==> src/sv/scms_pkg.sv <==
// Shared types, constants and helpers for the spin chain midpoint step unit.
// No dependencies; the design modules and the testbench take names from here.
package scms_pkg;

  localparam int CompW = 32;
  localparam int QueueDepth = 4;
  localparam int QPtrW = $clog2(QueueDepth);
  localparam int QCntW = $clog2(QueueDepth + 1);

  localparam logic [1:0] CFG_STEP_GAMMA = 2'd0;
  localparam logic [1:0] CFG_EXCHANGE   = 2'd1;
  localparam logic [1:0] CFG_BIAS_Z     = 2'd2;
  localparam logic [1:0] CFG_PUMP_X     = 2'd3;

  localparam logic [62:0] RST_STEP_GAMMA = 63'd18447;
  localparam logic [31:0] RST_EXCHANGE   = 32'd729808896;
  localparam logic [31:0] RST_BIAS_Z     = 32'd1677722;
  localparam logic [31:0] RST_PUMP_X     = 32'd50332;

  localparam logic [2:0] SUB_CRS0 = 3'd0;
  localparam logic [2:0] SUB_CRS1 = 3'd1;
  localparam logic [2:0] SUB_ABS  = 3'd2;
  localparam logic [2:0] SUB_PP0  = 3'd3;
  localparam logic [2:0] SUB_PP1  = 3'd4;
  localparam logic [2:0] SUB_PP2  = 3'd5;
  localparam logic [2:0] SUB_PP3  = 3'd6;
  localparam logic [2:0] SUB_K    = 3'd7;

  typedef logic [2:0][CompW-1:0] vec_t;

  typedef struct packed {
    vec_t m;
    vec_t l;
    vec_t r;
    logic chain_end;
  } job_t;

  typedef struct packed {
    logic vld;
    job_t job;
  } q_item_t;

  typedef enum logic [2:0] {
    ST_IDLE,
    ST_FLD,
    ST_CRS,
    ST_MID,
    ST_RES
  } back_st_e;

  function automatic logic [31:0] sat32(input logic signed [63:0] v);
    if (v > 64'sd2147483647) begin
      return 32'h7fff_ffff;
    end else if (v < -64'sd2147483648) begin
      return 32'h8000_0000;
    end else begin
      return v[31:0];
    end
  endfunction

  function automatic logic [1:0] nxt3(input logic [1:0] i);
    return (i == 2'd2) ? 2'd0 : i + 2'd1;
  endfunction

endpackage

==> src/sv/scms_queue.sv <==
// Job queue between front and back end.
// Depends on scms_pkg.
module scms_queue (
  input  logic              clk_i,
  input  logic              rst_ni,
  input  scms_pkg::q_item_t push_i,
  output logic              full_o,
  output scms_pkg::q_item_t head_o,
  input  logic              pop_i
);

  scms_pkg::job_t                   mem_q [scms_pkg::QueueDepth];
  logic [scms_pkg::QPtrW-1:0]       wp_q, rp_q;
  logic [scms_pkg::QCntW-1:0]       cnt_q, cnt_d;
  logic                             push;

  assign full_o     = (cnt_q == scms_pkg::QCntW'(scms_pkg::QueueDepth));
  assign push       = push_i.vld && !full_o;
  assign head_o.vld = (cnt_q != '0);
  assign head_o.job = mem_q[rp_q];

  always_comb begin
    cnt_d = cnt_q;
    if (push && !pop_i) begin
      cnt_d = cnt_q + 1'b1;
    end else if (!push && pop_i) begin
      cnt_d = cnt_q - 1'b1;
    end
  end

  always_ff @(posedge clk_i or negedge rst_ni) begin
    if (!rst_ni) begin
      wp_q  <= '0;
      rp_q  <= '0;
      cnt_q <= '0;
    end else begin
      cnt_q <= cnt_d;
      if (push) begin
        wp_q <= wp_q + 1'b1;
      end
      if (pop_i) begin
        rp_q <= rp_q + 1'b1;
      end
    end
  end

  always_ff @(posedge clk_i) begin
    if (push) begin
      mem_q[wp_q] <= push_i.job;
    end
  end

endmodule

==> config.mk <==
export PLATFORM = sky130hd
export DESIGN_NAME = scms_queue
export DESIGN_NICKNAME = d
export VERILOG_FILES = /design/src/sv/scms_pkg.sv /design/src/sv/scms_queue.sv
export SDC_FILE = /design/constraint.sdc
export NUM_CORES = 1
export LEC_CHECK = 0
export ABC_AREA = 1
export BUFFER_PORTS_ARGS = -buffer_cell sky130_fd_sc_hd__buf_2
export CAP_MARGIN = 15
export CORE_ASPECT_RATIO = 1.25
export CORE_MARGIN = 8
export CORE_UTILIZATION = 58
export CTS_CLUSTER_SIZE = 14
export DETAILED_ROUTE_END_ITERATION = 8
export HOLD_SLACK_MARGIN = 0.06
export PLACE_DENSITY_LB_ADDON = 0.05
export SLEW_MARGIN = 30
export SYNTH_ARGS = -nofsm -noshare
export SYNTH_HDL_FRONTEND = slang
export SYNTH_SLANG_ARGS = --single-unit
==> constraint.sdc <==
create_clock -name clk_i -period 15.9 [get_ports clk_i]
set_clock_uncertainty 0.1 [all_clocks]
set_input_delay 1.59 -clock clk_i [delete_from_list [all_inputs] [get_ports clk_i]]
set_output_delay 1.59 -clock clk_i [all_outputs]
set_load 0.005 [all_outputs]
==> flow_metrics.tcl, run 1 <==
set metrics [dict create \
    status "completed" \
    core-area_um2 79830 \
    wl_met2_um 54000 \
    cts_buffers 109 \
    finalSetupTns_ns 0 \
    yosys_warnings 0 \
    syn2layout_area_growth_pct 15.13 \
    dp_hpwl_um 66740 \
    maxSlewHeadroom 0.3015 \
    via_count 27582 \
    r2r-start "rp_q[0]" \
    root_buffer "clkbuf_16" \
    worstHoldStart "cnt_q[2]" \
    drt_iter0_drc 2306 \
    gp_congestion 0.7769 \
    avgSynthCellArea_um2 13.58 \
    postCtsHoldBufs 0 \
    fmax_mhz 173.0 \
    multiInputGateArea_um2 8165 \
    path_class "register to primary output" \
    vdd_drop_max_v 0.0001870 \
    syn-num-nets 3725 \
    h-tree-depth 3 \
    drc 0 \
    fin_util 0.6710 \
    cp_max_fo 169 \
    die_area_um2 89590 \
    p_per_area_nw_per_um2 187.3 \
    layout_common_cells "1156 x edfxtp_1, 878 x nand2_1, 593 x inv_1, 583 x buf_2, 510 x o211ai_1" \
    ios 584 \
    cp.required_ns 14.21 \
    cap_violations 0 \
    synth.cell_area_um2 46530 \
    endpoint_kind "primary output" \
    hold_viol_final 0 \
    wl_met1_um 41660 \
    synth_compound_area_frac 0.1007 \
    place_inst 4907 \
    stdcell_count 5150 \
    antenna_found_initial 56 \
    min_to "cnt_q[2]" \
    dr.pass1.iters 8 \
    muxShareOfSynthArea 0 \
    ys_ff_latch 1163 \
    synth_top_family_by_area "compound AO/OA/AOI/OAI gates" \
    wl_um 108300 \
    worstRegToRegCells 5 \
    hold_path_depth 2 \
    fillers 5688 \
    final_common_cell "edfxtp_1" \
    yosys.area_share.simple 0.07183 \
    r2r_setup_slack_ns 12.53 \
    row_count 116 \
    grt_usage 0.2343 \
    clkLatencyLatePin_ns 0.66 \
    arrival_ns 4.09 \
    start_util 0.5828 \
    regArea_um2 34900 \
    cts_tree "built" \
    first_global_vias 27384 \
    fin_crit_sh 0.3636 \
    rsz0062_at_grt "false" \
    drive_above_1_share 0.2058 \
    grt_pass1_wl_um 162300 \
    hp-class "register to register" \
    synth_xor_area_frac 0.0005647 \
    r2r-end "rp_q[1]" \
    grt_max_degree 204 \
    port_buffers 583 \
    yosysUniqueCellTypes 18 \
    wl_per_cell_um 21.02 \
    cts-resized-gates 0 \
    floorplan.die.width_um 269.3 \
    fp.dieH_um 332.7 \
    clk_path_buf_depth 3 \
    p_leak_nw 21.31 \
    vias_per_cell 5.356 \
    top_layer_used "met5" \
    yosysSeqAreaShare 0.7499 \
    worst_pin_slew_ns 1.048 \
    grt-ovfl-total 0 \
    synthAdderAreaFrac 0.001775 \
    nets 4255 \
    cp-start-kind "register" \
    postCtsSetupBuffers 0 \
    finalMaxSlewViolations 0 \
    finalSetupViolCount 0 \
    period_minus_slack_ns 5.781 \
    wl_met3_um 9113 \
    ant_nets 0 \
    synth_cells 3426 \
    clk_pin_slew_worst_paths_ns 0.06 \
    clock-sinks 1163 \
]
[sequential cells by signal, indices dropped and copies added, names as in the netlist]
register / count
rp_q: 2
wp_q: 2
mem_q: 1156
cnt_q: 3
[report_power, final]
| part | total [W] | switching, W | internal, W | leakage (nW) |
|---|---|---|---|---|
| Sequential | 0.00421 | 0.000184 | 0.00403 | 10.7 |
| Combinational | 0.00333 | 0.00224 | 0.00109 | 8.98 |
| Clock | 0.00249 | 0.00106 | 0.00143 | 1.66 |
| Total | 0.0100 | 0.00348 | 0.00655 | 21.3 |
[worst max path at each step]
stage                start          end  slack [ns]  cells past startpoint
6_report           rp_q[0]   head_o[34]       10.12                      7
2_1_floorplan  push_i[289]  mem_q[0][0]        1.16                      2
3_3_place_gp       rp_q[0]   head_o[91]       10.74                      6
4_1_cts            rp_q[0]  head_o[264]        9.80                      7
5_1_grt            rp_q[0]   head_o[34]        9.79                      7
3_5_place_dp       rp_q[0]  head_o[264]       10.53                      7
[cells by family after synthesis]
group,count (synthesis)
flip-flops,1163
AND/OR/NAND/NOR,888
buffers and inverters,787
AO/OA/AOI/OAI,579
adder cells (fa/ha/maj),6
XOR/XNOR,3
[metal layers]
layer,vias to the layer above,global-route usage
met5,-,0
met1,13516,0.2844
met4,32,0.08768
li1,13088,-
met3,183,0.07481
met2,763,0.3922
[Yosys cell counts]
cell         n  area (µm²)
edfxtp_1  1156       34710
nand2_1    878        3296
inv_1      594        2230
o211ai_1   510        3829
buf_2       90       450.4
o211ai_2    68       850.8
buf_6       54       608.1
clkbuf_1    41       153.9
buf_4        8       60.06
dfrtp_1      7       175.2
ha_1         5       62.56
nand3_1      5       25.02
nor2_1       4       15.01
xor2_1       2       17.52
fa_1         1       20.02
nand4_1      1       6.260
o21ai_0      1       5.000
xnor2_1      1       8.760
[final cells by class]
class | count | area share
repair buffers | 612 | 0.06368
inverters | 594 | 0.04186
clock inverters | 50 | 0.008830
flip-flops and latches | 1163 | 0.6515
well taps | 1062 | 0.02481
diodes | 45 | 0.002102
clock buffers | 148 | 0.05482
multi-input cells | 1476 | 0.1524
[per-stage QoR]
step / total power (W) / setup slack [ns] / hold slack, ns / instance area, µm²
2_1_floorplan: 0.006587 / 1.156 / 0.3628 / 46530
3_3_place_gp: 0.007546 / 10.74 / 0.3755 / 49820
3_5_place_dp: 0.007670 / 10.53 / 0.3878 / 50040
4_1_cts: 0.01016 / 9.800 / 0.4019 / 53450
5_1_grt: 0.01059 / 9.790 / 0.4521 / 53510
6_report: 0.01003 / 10.12 / 0.4038 / 53570
[worst max-delay path: stages, from the launching register on]
cell and delay [ns]:
dfrtp_4 0.98, buf_12 0.50, buf_16 0.51, buf_6 0.70
nand2_1 0.15, o211ai_1 0.12, nand2_1 0.10, buf_2 0.14
Power figures use the tool's default switching activity.
==> run 2, diff against run 1 <==
==> constraint.sdc (replaced) <==
create_clock -name clk_i -period 5.6 [get_ports clk_i]
set_clock_uncertainty 0.1 [all_clocks]
set_input_delay 0.56 -clock clk_i [delete_from_list [all_inputs] [get_ports clk_i]]
set_output_delay 0.56 -clock clk_i [all_outputs]
set_load 0.005 [all_outputs]
==> flow_metrics.tcl, run 2 (synthesis results as in run 1) <==
set metrics [dict create \
    status "completed" \
    nets 4560 \
    cp-start-kind "register" \
    cts_tree "built" \
    rsz0062_at_grt "false" \
    largest_reg_flops 1156 \
    r2r_setup_slack_ns 2.91 \
    drt_iter0_drc 2076 \
    fin_crit_sh 0.6926 \
    finalWorstSetupSlack_ns 1.721 \
    drive_above_1_share 0.1970 \
    place_inst 4918 \
    core-area_um2 79830 \
    cap_violations 0 \
    period_minus_slack_ns 3.879 \
    top_register "mem_q" \
    wl_um 111500 \
    top_regs "mem_q (1156), cnt_q (3)" \
    drc 0 \
    arrival_ns 3.22 \
    r2r-end "mem_q[2][281]" \
    die_area_um2 89590 \
    grt_pass1_wl_um 170400 \
    wl_per_cell_um 20.49 \
    fin_area_um2 56580 \
    dr.pass1.iters 5 \
    clk_pin_slew_worst_paths_ns 0.06 \
    hp-class "input pin to asynchronous set/reset pin" \
    layout_common_cells "1156 x edfxtp_1, 877 x nand2_1, 593 x inv_1, 583 x buf_2, 510 x o211ai_1" \
    clkLatencyLatePin_ns 0.65 \
    grt_usage 0.2424 \
    fmax_mhz 257.8 \
    holdWs_ns 0.2460 \
    cp_max_fo 126 \
    grt-ovfl-total 0 \
    antenna_found_initial 25 \
    maxSlewHeadroom 0.3523 \
    ios 584 \
    row_count 116 \
    finalMaxSlewViolations 0 \
    postCtsSetupBuffers 0 \
    finalSetupViolCount 0 \
    port_buffers 583 \
    gp_congestion 0.8096 \
    r2r-start "cnt_q[0]" \
    h-tree-depth 3 \
    first_global_vias 29227 \
    floorplan.die.width_um 269.3 \
    clk_path_buf_depth 3 \
    finalSetupTns_ns 0 \
    endpoint_kind "primary output" \
    hold_viol_final 0 \
    start_util 0.5828 \
    vdd_drop_max_v 0.0005271 \
    dpl_cell_area_um2 50080 \
    via_count 28923 \
    root_buffer "clkbuf_16" \
    grt_max_degree 155 \
    worst_pin_slew_ns 0.9716 \
    cp.required_ns 4.94 \
    p_per_area_nw_per_um2 510.5 \
    p_leak_nw 22.63 \
    fillers 5417 \
    cts_buffers 109 \
    final_common_cell "edfxtp_1" \
    ant_nets 0 \
    multiInputGateArea_um2 8173 \
    path_class "register to primary output" \
    fp.dieH_um 332.7 \
    syn2layout_area_growth_pct 21.62 \
    worstRegToRegCells 6 \
    clock-sinks 1163 \
    stdcell_count 5440 \
    regArea_um2 34900 \
    vias_per_cell 5.317 \
    dp_hpwl_um 68640 \
    pre_cts_slack_ns 2.410 \
]
[run 2: timing repair]
item	in CTS	in global routing
hold buffers	292	0
hold endpoints to repair	1167	0
resized for setup	0	0
[run 2: how the worst max path moves through the flow]
| stage | startpoint | to | slack [ns] | cells past startpoint |
|---|---|---|---|---|
| after floorplan | cnt_q[0] | mem_q[0][0] | 0.003 | 4 |
| after global placement | rp_q[1] | head_o[238] | 2.07 | 5 |
| after detailed placement | rp_q[1] | head_o[151] | 2.41 | 5 |
| after CTS | rp_q[1] | head_o[109] | 1.67 | 5 |
| after global routing | rp_q[1] | head_o[151] | 1.52 | 5 |
| final | rp_q[1] | head_o[185] | 1.72 | 5 |
[run 2: power breakdown]
part / internal [W] / leakage, nW / switching (W)
clock: 0.00406 / 1.69 / 0.00308
combinational: 0.00330 / 10.3 / 0.00656
sequential: 0.0114 / 10.7 / 0.000455
[run 2: cell type report]
class | instances | share of cell area
clock buffer | 129 | 0.05066
inverter | 594 | 0.03954
timing repair buffer | 917 | 0.1136
tap | 1062 | 0.02348
clock inverter | 71 | 0.01035
antenna | 28 | 0.001238
multi-input combinational | 1476 | 0.1444
sequential | 1163 | 0.6167
[run 2: metal layers]
layer  track usage  wire length (µm)  vias up
met1        0.3027             44390    14186
met4       0.08905              3631        6
met3       0.05686              7882      170
li1              -                 -    13669
met2        0.4126             55520      892
met5             0                37        -
[run 2: stage by stage]
| stage | utilization | power, W |
|---|---|---|
| after CTS | 0.7073 | 0.02914 |
| final | 0.7088 | 0.02889 |
| after global routing | 0.7085 | 0.03045 |
| after detailed placement | 0.6274 | 0.02183 |
| after global placement | 0.6263 | 0.02154 |
| after floorplan | - | 0.01810 |
[run 2: worst max-delay path: stages, from the launching register on]
cell and delay, ns:
dfrtp_4 0.67, inv_8 0.71, buf_4 0.57, o211ai_1 0.20, nand2_1 0.12, buf_2 0.14
