$ cat src/sv/scms_pkg.sv
// Shared types, constants and helpers for the spin chain midpoint step unit.
// No dependencies; the design modules and the testbench take names from here.
package scms_pkg;

  localparam int CompW = 32;
  localparam int QueueDepth = 4;
  localparam int QPtrW = $clog2(QueueDepth);
  localparam int QCntW = $clog2(QueueDepth + 1);

  localparam logic [1:0] CFG_STEP_GAMMA = 2'd0;
  localparam logic [1:0] CFG_EXCHANGE   = 2'd1;
  localparam logic [1:0] CFG_BIAS_Z     = 2'd2;
  localparam logic [1:0] CFG_PUMP_X     = 2'd3;

  localparam logic [62:0] RST_STEP_GAMMA = 63'd18447;
  localparam logic [31:0] RST_EXCHANGE   = 32'd729808896;
  localparam logic [31:0] RST_BIAS_Z     = 32'd1677722;
  localparam logic [31:0] RST_PUMP_X     = 32'd50332;

  localparam logic [2:0] SUB_CRS0 = 3'd0;
  localparam logic [2:0] SUB_CRS1 = 3'd1;
  localparam logic [2:0] SUB_ABS  = 3'd2;
  localparam logic [2:0] SUB_PP0  = 3'd3;
  localparam logic [2:0] SUB_PP1  = 3'd4;
  localparam logic [2:0] SUB_PP2  = 3'd5;
  localparam logic [2:0] SUB_PP3  = 3'd6;
  localparam logic [2:0] SUB_K    = 3'd7;

  typedef logic [2:0][CompW-1:0] vec_t;

  typedef struct packed {
    vec_t m;
    vec_t l;
    vec_t r;
    logic chain_end;
  } job_t;

  typedef struct packed {
    logic vld;
    job_t job;
  } q_item_t;

  typedef enum logic [2:0] {
    ST_IDLE,
    ST_FLD,
    ST_CRS,
    ST_MID,
    ST_RES
  } back_st_e;

  function automatic logic [31:0] sat32(input logic signed [63:0] v);
    if (v > 64'sd2147483647) begin
      return 32'h7fff_ffff;
    end else if (v < -64'sd2147483648) begin
      return 32'h8000_0000;
    end else begin
      return v[31:0];
    end
  endfunction

  function automatic logic [1:0] nxt3(input logic [1:0] i);
    return (i == 2'd2) ? 2'd0 : i + 2'd1;
  endfunction

endpackage

$ cat src/sv/scms_in_if.sv
// Input channel carrying one spin per transaction.
// Depends on nothing.
interface scms_in_if;
  logic               valid;
  logic               ready;
  logic signed [31:0] mag_x;
  logic signed [31:0] mag_y;
  logic signed [31:0] mag_z;
  logic               last_spin;

  modport source(output valid, output mag_x, output mag_y, output mag_z, output last_spin,
                 input ready);
  modport sink(input valid, input mag_x, input mag_y, input mag_z, input last_spin,
               output ready);
endinterface

$ cat src/sv/scms_front.sv
// Front end: neighbour window and job builder, up to two jobs per spin.
// Depends on scms_pkg and scms_in_if.
module scms_front (
  input  logic              clk_i,
  input  logic              rst_ni,
  scms_in_if.sink           spin_i,
  input  logic              q_full_i,
  output scms_pkg::q_item_t q_o
);

  scms_pkg::vec_t  lft_q, lft_d, cen_q, cen_d, cur;
  logic            cv_q, cv_d;
  scms_pkg::job_t  slot_q [2];
  scms_pkg::job_t  slot_d [2];
  logic [1:0]      sv_q, sv_d;
  scms_pkg::job_t  job_a, job_b;
  logic            acc, push;

  assign spin_i.ready = (sv_q == 2'b00);
  assign acc  = spin_i.valid && spin_i.ready;
  assign push = sv_q[0] && !q_full_i;

  assign q_o.vld = sv_q[0];
  assign q_o.job = slot_q[0];

  always_comb begin
    cur[0] = spin_i.mag_x;
    cur[1] = spin_i.mag_y;
    cur[2] = spin_i.mag_z;
    job_a.m = cen_q;
    job_a.l = lft_q;
    job_a.r = cur;
    job_a.chain_end = 1'b0;
    job_b.m = cur;
    job_b.l = cen_q;
    job_b.r = '0;
    job_b.chain_end = 1'b1;
  end

  always_comb begin
    lft_d = lft_q;
    cen_d = cen_q;
    cv_d  = cv_q;
    slot_d[0] = slot_q[0];
    slot_d[1] = slot_q[1];
    sv_d = sv_q;
    if (push) begin
      slot_d[0] = slot_q[1];
      sv_d = {1'b0, sv_q[1]};
    end
    if (acc) begin
      if (spin_i.last_spin) begin
        lft_d = '0;
        cen_d = '0;
        cv_d  = 1'b0;
      end else begin
        lft_d = cen_q;
        cen_d = cur;
        cv_d  = 1'b1;
      end
      case ({cv_q, spin_i.last_spin})
        2'b11: begin
          slot_d[0] = job_a;
          slot_d[1] = job_b;
          sv_d = 2'b11;
        end
        2'b10: begin
          slot_d[0] = job_a;
          sv_d = 2'b01;
        end
        2'b01: begin
          slot_d[0] = job_b;
          sv_d = 2'b01;
        end
        default: ;
      endcase
    end
  end

  always_ff @(posedge clk_i or negedge rst_ni) begin
    if (!rst_ni) begin
      lft_q <= '0;
      cen_q <= '0;
      cv_q  <= 1'b0;
      sv_q  <= 2'b00;
    end else begin
      lft_q <= lft_d;
      cen_q <= cen_d;
      cv_q  <= cv_d;
      sv_q  <= sv_d;
    end
  end

  always_ff @(posedge clk_i) begin
    slot_q[0] <= slot_d[0];
    slot_q[1] <= slot_d[1];
  end

`ifndef NO_ASSERTIONS
  a_last_clears: assert property (@(posedge clk_i) disable iff (!rst_ni)
    (acc && spin_i.last_spin) |=> (!cv_q && lft_q == '0 && cen_q == '0))
    else $error("window not cleared after chain end");
  a_held_emits: assert property (@(posedge clk_i) disable iff (!rst_ni)
    (acc && cv_q) |=> sv_q[0])
    else $error("held spin produced no job");
  a_two_jobs: assert property (@(posedge clk_i) disable iff (!rst_ni)
    (acc && cv_q && spin_i.last_spin) |=> (sv_q == 2'b11))
    else $error("chain end with held spin must queue two jobs");
`endif

endmodule

$ cat src/flat_wrapper.sv
// flat-port wrapper written by rule: the top's interface ports become plain ports
module scms_front_flat 
  (clk_i, rst_ni, q_full_i, q_o, spin_i_valid, spin_i_mag_x, spin_i_mag_y, spin_i_mag_z, spin_i_last_spin, spin_i_ready);
  scms_in_if spin_i_i ();
  input  logic clk_i;
  input  logic rst_ni;
  input  logic q_full_i;
  output scms_pkg::q_item_t q_o;
  input wire logic [$bits(spin_i_i.valid)-1:0] spin_i_valid;
  input wire logic [$bits(spin_i_i.mag_x)-1:0] spin_i_mag_x;
  input wire logic [$bits(spin_i_i.mag_y)-1:0] spin_i_mag_y;
  input wire logic [$bits(spin_i_i.mag_z)-1:0] spin_i_mag_z;
  input wire logic [$bits(spin_i_i.last_spin)-1:0] spin_i_last_spin;
  output wire logic [$bits(spin_i_i.ready)-1:0] spin_i_ready;
  assign spin_i_i.valid = spin_i_valid;
  assign spin_i_i.mag_x = spin_i_mag_x;
  assign spin_i_i.mag_y = spin_i_mag_y;
  assign spin_i_i.mag_z = spin_i_mag_z;
  assign spin_i_i.last_spin = spin_i_last_spin;
  assign spin_i_ready = spin_i_i.ready;
  scms_front u_core (.clk_i(clk_i), .rst_ni(rst_ni), .spin_i(spin_i_i), .q_full_i(q_full_i), .q_o(q_o));
endmodule
$ cat config.mk
export PLATFORM = sky130hd
export DESIGN_NAME = scms_front_flat
export DESIGN_NICKNAME = d
export VERILOG_FILES = /design/src/sv/scms_pkg.sv /design/src/sv/scms_in_if.sv /design/src/sv/scms_front.sv /design/src/flat_wrapper.sv
export SDC_FILE = /design/constraint.sdc
export NUM_CORES = 1
export LEC_CHECK = 0
export BUFFER_PORTS_ARGS = -buffer_cell sky130_fd_sc_hd__clkbuf_2
export CAP_MARGIN = 20
export CORE_MARGIN = 1
export CORE_UTILIZATION = 50
export DETAILED_ROUTE_END_ITERATION = 8
export GPL_ROUTABILITY_DRIVEN = 0
export PLACE_DENSITY_LB_ADDON = 0.3
export SKIP_LAST_GASP = 1
export SYNTH_ARGS = -nofsm -noshare
export SYNTH_HDL_FRONTEND = slang
export SYNTH_SLANG_ARGS = --single-unit
$ cat constraint.sdc
create_clock -name clk_i -period 12 [get_ports clk_i]
set_clock_uncertainty 0.1 [all_clocks]
set_input_delay 0.6 -clock clk_i [delete_from_list [all_inputs] [get_ports clk_i]]
set_output_delay 0.6 -clock clk_i [all_outputs]
set_load 0.005 [all_outputs]
==> impl_metrics.env, run 1 <==
export IMPL_drt_pass1_iterations=5
export IMPL_hpwl_mm=48.3
export IMPL_area_growth_pct=7.42
export IMPL_crit_path_end_kind="flip-flop"
export IMPL_tns_ns=0
export IMPL_drt_iter0_drc=1585
export IMPL_die_area_sq_um=65000
export IMPL_finalHoldViolCount=0
export IMPL_synth_seq_cells=676
export IMPL_cpMostUsedCell="buf_4"
export IMPL_grt_max_degree=90
export IMPL_avgRoutedWirePerCell_microns=22.0
export IMPL_drt_drc_violations_left=0
export IMPL_cts_inserted_buffers=74
export IMPL_min_period_over_period_pct=34.9
export IMPL_io_pins=392
export IMPL_grt_pass1_wl_mm=133
export IMPL_fmax_mhz=239
export IMPL_fp_row_count=92
export IMPL_drv_slew=0
export IMPL_htreeDepth=3
export IMPL_vias_per_cell=5.95
export IMPL_syn_num_nets=3145
export IMPL_fin_crit_ns=4.18
export IMPL_synth_top_area_cell="dfxtp_1"
export IMPL_clk_latency_ns=0.62
export IMPL_outcome="finished, final reports clean"
export IMPL_root_buffer="clkbuf_16"
export IMPL_vias=23400
export IMPL_tightest_slew_ns=1.17
export IMPL_synth_cell_types=25
export IMPL_yosys_top_cells_area="dfxtp_1 (18%), edfxtp_1 (18%), dfrtp_1 (15%)"
export IMPL_clock_path_buffers=3
export IMPL_slew_headroom_pct=22.1
export IMPL_syn_avg_cell_area_sq_um=10.5
export IMPL_p_leak_nw=14.3
export IMPL_drive_above_1_share_pct=17.6
export IMPL_critPathRequiredTime_ns=12.13
export IMPL_finalSetupViolations=0
export IMPL_rsz0062_at_grt="no"
export IMPL_fp_coreArea_sq_um=63200
export IMPL_portBuffers=391
export IMPL_cp_start_kind="flip-flop"
export IMPL_powerDensity_nw_per_um2=137
export IMPL_cts_sinks=676
export IMPL_grt_pass1_vias=23300
export IMPL_min_path_type="input port to flip-flop"
export IMPL_nets=3122
export IMPL_antenna_found_initial=1
export IMPL_cts_tree="yes"
export IMPL_crit_arrival_ns=4.31
export IMPL_ant_nets=0
export IMPL_ir_worst_vdd_mv=0.104
export IMPL_grt_ovfl_total=0
export IMPL_initial_core_util_pct=50.7
export IMPL_fin_util_pct=54.4
export IMPL_path_cells="nor3b_4 -> buf_4 -> and3_4 -> buf_4"
export IMPL_dieHeight_microns=255
export IMPL_clkTransAtPathRegs_ns=0.06
export IMPL_yosysTopAreaCellShare_pct=18.1
export IMPL_syn_inst=3044
export IMPL_seq_area_frac_synth_pct=51.3
export IMPL_yosysWarningCount=0
export IMPL_maxCapViolCount=0
export IMPL_dieWidth_microns=255
export IMPL_cts_resized=0
export IMPL_critical_path_peak_fanout=67
export IMPL_crit_path_max_incr_delay_ns=1.05
export IMPL_num_fill_cells=5415
export IMPL_wirelength_mm=86.4
export IMPL_track_usage_pct=26.0
export IMPL_cp_slowest_cell="and3_4"
export IMPL_synth_area_sq_um=32000
export IMPL_path_class="flip-flop to flip-flop"
==> kinds of logic after synthesis <==
kind of cell           after synthesis  share of synthesized area, %
AO/OA/AOI/OAI                      487                          12.5
buffers and inverters              526                          10.4
flip-flops                         676                          51.3
multiplexers                       384                          12.0
AND/OR/NAND/NOR                    971                          13.7
==> where the power goes <==
part / leakage (nW) / switching, W / internal (W) / total, W
clock network: 1.15 / 0.000939 / 0.00127 / 0.00221
logic: 6.19 / 0.0000908 / 0.0000461 / 0.000137
registers: 6.92 / 0.0000190 / 0.00237 / 0.00238
==> routing by layer <==
layer,routed length [microns],up-vias,global-route usage [%]
met3,6460,118,5.71
met4,2260,0,9.26
met2,40900,870,42.7
li1,-,10700,-
met1,36800,11700,33.7
met5,0,-,0
==> cells in the final DEF, fill, tap and decap left out, drive strengths merged <==
cell type	n
clkinvlp	2
and3	1
dfxtp	289
diode	1
a211oi	193
o21ai	3
dfrtp	195
nor2	195
dlygate4sd3	1
o221ai	192
nand2	579
clkinv	19
mux2i	384
a22o	96
and2	1
nand3b	193
nor2b	1
o21ba	1
a21o	1
edfxtp	192
bufinv	1
o21bai	1
clkbuf	501
buf	36
nor3b	1
inv	5
==> area by class of cell <==
class	instances	area (sq um)	area share [%]
multi-input combinational	1842	12300	35.8
antenna	1	2.50	0.00728
inverter	1	3.75	0.0109
tap	846	1060	3.08
timing repair buffer	426	2240	6.52
clock buffer	112	2160	6.27
clock inverter	26	188	0.546
sequential	676	16400	47.8
==> critical path, delay by kind of cell, from the launching register on <==
| family | cells | cell delay [ns] |
|---|---|---|
| buffers and inverters | 2 | 1.59 |
| and+or+nand+nor | 2 | 1.32 |
| DFF | 1 | 0.68 |
==> cells in the mapped netlist <==
library cell	count
buf_2	76
dfxtp_1	289
and3_1	1
dfrtp_1	195
edfxtp_1	192
nor2_1	194
inv_1	1
a211oi_1	193
clkbuf_1	124
o21ai_0	3
buf_4	300
nor2b_1	1
and2_1	1
o21ba_1	1
nor3b_4	1
a21o_1	1
buf_6	18
o21bai_1	1
nand2_1	579
o221ai_1	192
nor2_2	1
buf_1	7
a22o_1	96
nand3b_1	193
mux2i_1	384
==> what timing repair did <==
action,CTS,global route
setup buffers,0,0
hold buffers,1,0
endpoints found under the hold margin,39,0
==> worst paths after layout <==
kind / to / cells past startpoint / startpoint / slack, ns
max in group asynchronous: u_core.job_a[159]$_DFFE_PN0P_ / 3 / rst_ni / 9.77
max reg2reg: u_core.slot_q[0][444]$_DFFE_PP_ / 4 / u_core.sv_q[0]$_DFF_PN0_ / 7.82
max: u_core.slot_q[0][444]$_DFFE_PP_ / 4 / u_core.sv_q[0]$_DFF_PN0_ / 7.82
min reg2reg: u_core.job_a[186]$_DFFE_PN0P_ / 2 / u_core.job_a[186]$_DFFE_PN0P_ / 0.36
min: u_core.slot_q[0][558]$_DFFE_PP_ / 1 / spin_i_mag_z[12] / 0.12
min in group asynchronous: u_core.job_a[111]$_DFFE_PN0P_ / 2 / rst_ni / 0.57
==> sequential cells by signal, summed over array words and instances (netlist names) <==
signal         cells
u_core.cen_q      96
u_core.sv_q        2
u_core.cv_q        1
u_core.job_a      96
u_core.slot_q    481
==> stage by stage <==
step	setup WS (ns)	hold slack [ns]	cells	total power, W	area [sq um]
5_1_grt	7.66	0.100	3929	0.00487	34400
2_1_floorplan	5.97	0.204	3044	0.00249	32000
6_report	7.82	0.115	3930	0.00473	34400
4_1_cts	7.80	0.0845	3929	0.00477	34400
3_5_place_dp	7.62	0.355	3790	0.00257	32000
3_3_place_gp	7.74	0.349	3790	0.00256	32000
Note: power is estimated with default switching activity, not from simulation.
==> run 2: changes to the inputs <==
Clock period 12 ns to 4.2 ns, I/O delays scaled along.
==> run 2 against run 1 <==
  * Final area is 3.2% higher
  * Final cell count is 2.5% higher
  * Clock power grew to 2.8 times the previous value
  * Critical path depth is 1 higher
  * Register-to-register slack worse by 6.9 ns
  * Via count is 2.2% higher
  * Sequential share of layout area is 1.5 points lower
==> impl_metrics.env, run 2 (synthesis gave the netlist of run 1 again) <==
export IMPL_outcome="finished, final reports clean"
export IMPL_holdPathStages=5
export IMPL_total_power_w=0.0136
export IMPL_wirelength_mm=87.3
export IMPL_cp_depth=5
export IMPL_antenna_found_initial=6
export IMPL_hpwl_mm=47.8
export IMPL_die_area_sq_um=65000
export IMPL_grt_pass1_vias=24200
export IMPL_grt_pass1_wl_mm=135
export IMPL_cts_setup_buffers=0
export IMPL_grt_ovfl_total=0
export IMPL_maxCapViolCount=0
export IMPL_avgRoutedWirePerCell_microns=21.7
export IMPL_crit_path_max_incr_delay_ns=0.75
export IMPL_min_period_over_period_pct=78.8
export IMPL_wl_met1_mm=36.4
export IMPL_nets=3219
export IMPL_fmax_mhz=302
export IMPL_drt_drc_violations_left=0
export IMPL_cp_slowest_cell="dfrtp_4"
export IMPL_num_fill_cells=5278
export IMPL_wl_met3_mm=6.32
export IMPL_most_common_layout_cells="nand2_1 (577), clkbuf_2 (388), mux2i_1 (384)"
export IMPL_clk_latency_ns=0.61
export IMPL_tns_ns=0
export IMPL_powerDensity_nw_per_um2=382
export IMPL_dieWidth_microns=255
export IMPL_area_growth_pct=10.9
export IMPL_tightest_slew_ns=1.26
export IMPL_drt_iter0_drc=1923
export IMPL_multi_input_area_sq_um=12300
export IMPL_ir_worst_vdd_mv=0.275
export IMPL_cts_tree="yes"
export IMPL_slew_headroom_pct=16.0
export IMPL_vias=23900
export IMPL_p_leak_nw=14.7
export IMPL_root_buffer="clkbuf_16"
export IMPL_drv_slew=0
export IMPL_critical_path_peak_fanout=132
export IMPL_mostFrequentLayoutCell="nand2_1"
export IMPL_fp_coreArea_sq_um=63200
export IMPL_cts_sinks=676
export IMPL_crit_arrival_ns=3.70
export IMPL_drive_above_1_share_pct=17.2
export IMPL_htreeDepth=3
export IMPL_grt_max_degree=133
export IMPL_path_cells="nor2b_4 -> buf_4 -> buf_12 -> mux2i_1 -> a211oi_1"
export IMPL_critPathLaunch="u_core.sv_q[0]$_DFF_PN0_"
export IMPL_hold_start="q_full_i"
export IMPL_track_usage_pct=26.2
export IMPL_clkTransAtPathRegs_ns=0.06
export IMPL_io_pins=392
export IMPL_drt_pass1_iterations=7
export IMPL_wl_met2_mm=42.6
export IMPL_largest_register_ffs=481
export IMPL_finalHoldViolCount=0
export IMPL_cts_inserted_buffers=72
export IMPL_crit_path_end_kind="flip-flop"
export IMPL_min_path_type="input port to flip-flop"
export IMPL_clock_path_buffers=3
export IMPL_rr_worst_depth=5
export IMPL_dieHeight_microns=255
export IMPL_fp_row_count=92
export IMPL_ant_nets=0
export IMPL_finalSetupViolations=0
export IMPL_path_class="flip-flop to flip-flop"
export IMPL_rsz0062_at_grt="no"
export IMPL_rr_startpoint="u_core.sv_q[0]$_DFF_PN0_"
export IMPL_regArea_sq_um=16400
export IMPL_crit_family="buffers and inverters"
export IMPL_path_buf_inv=2
export IMPL_vias_per_cell=5.94
export IMPL_largest_register="u_core.slot_q"
export IMPL_cp_start_kind="flip-flop"
export IMPL_highest_layer="met4"
export IMPL_fin_crit_ns=3.31
export IMPL_critPathRequiredTime_ns=4.59
export IMPL_portBuffers=391
export IMPL_initial_core_util_pct=50.7
==> run 2: timing repair <==
item | CTS | global route
gates resized for setup | 0 | 0
hold endpoints to repair | 463 | 0
hold buffers | 97 | 0
==> run 2: final cells by class <==
cell class	instances	area share [%]
inverter	1	0.0106
clock inverter	27	0.571
tap	846	2.98
antenna	4	0.0282
timing repair buffer	525	9.45
clock buffer	106	5.99
sequential	676	46.3
multi-input combinational	1842	34.7
==> run 2: routing by layer <==
| metal | up-vias | GRT usage (%) |
|---|---|---|
| li1 | 10900 | - |
| met1 | 12000 | 32.6 |
| met5 | - | 0 |
| met3 | 139 | 5.54 |
| met2 | 876 | 45.0 |
| met4 | 0 | 9.12 |
==> run 2: power breakdown <==
part / switching (W) / internal, W / total [W]
clock network: 0.00263 / 0.00365 / 0.00629
logic: 0.000274 / 0.000193 / 0.000466
registers: 0.0000519 / 0.00676 / 0.00681
==> run 2: worst reg2reg max path, stage by stage, from the launching register on <==
cell and delay, ns:
dfrtp_4 0.75, nor2b_4 0.25, buf_4 0.49, buf_12 0.69
mux2i_1 0.59, a211oi_1 0.34
==> run 2: per-stage QoR <==
step                      cells  hold slack [ns]  utilization [%]  worst slack (ns)  instance area (sq um)
after floorplan            3044           -0.186                -             0.460                  32000
after global placement     3792            0.192             50.9              1.08                  32200
after detailed placement   3792            0.190             50.9             0.978                  32200
after CTS                  4022           0.0477             56.1             0.965                  35500
after global routing       4027           0.0773             56.2             0.887                  35500
final                      4027           0.0790             56.2             0.892                  35500
==> run 2: path summary, 6_finish.rpt <==
| kind | to | slack, ns |
|---|---|---|
| max | u_core.slot_q[0][252]$_DFF_P_ | 0.89 |
| max in group asynchronous | u_core.cen_q[94]$_DFFE_PN0P_ | 2.94 |
| min in group asynchronous | u_core.job_a[117]$_DFFE_PN0P_ | 0.13 |
| max reg2reg | u_core.slot_q[0][252]$_DFF_P_ | 0.89 |
| min reg2reg | u_core.job_a[114]$_DFFE_PN0P_ | 0.37 |
| min | u_core.slot_q[0][103]$_DFF_P_ | 0.08 |
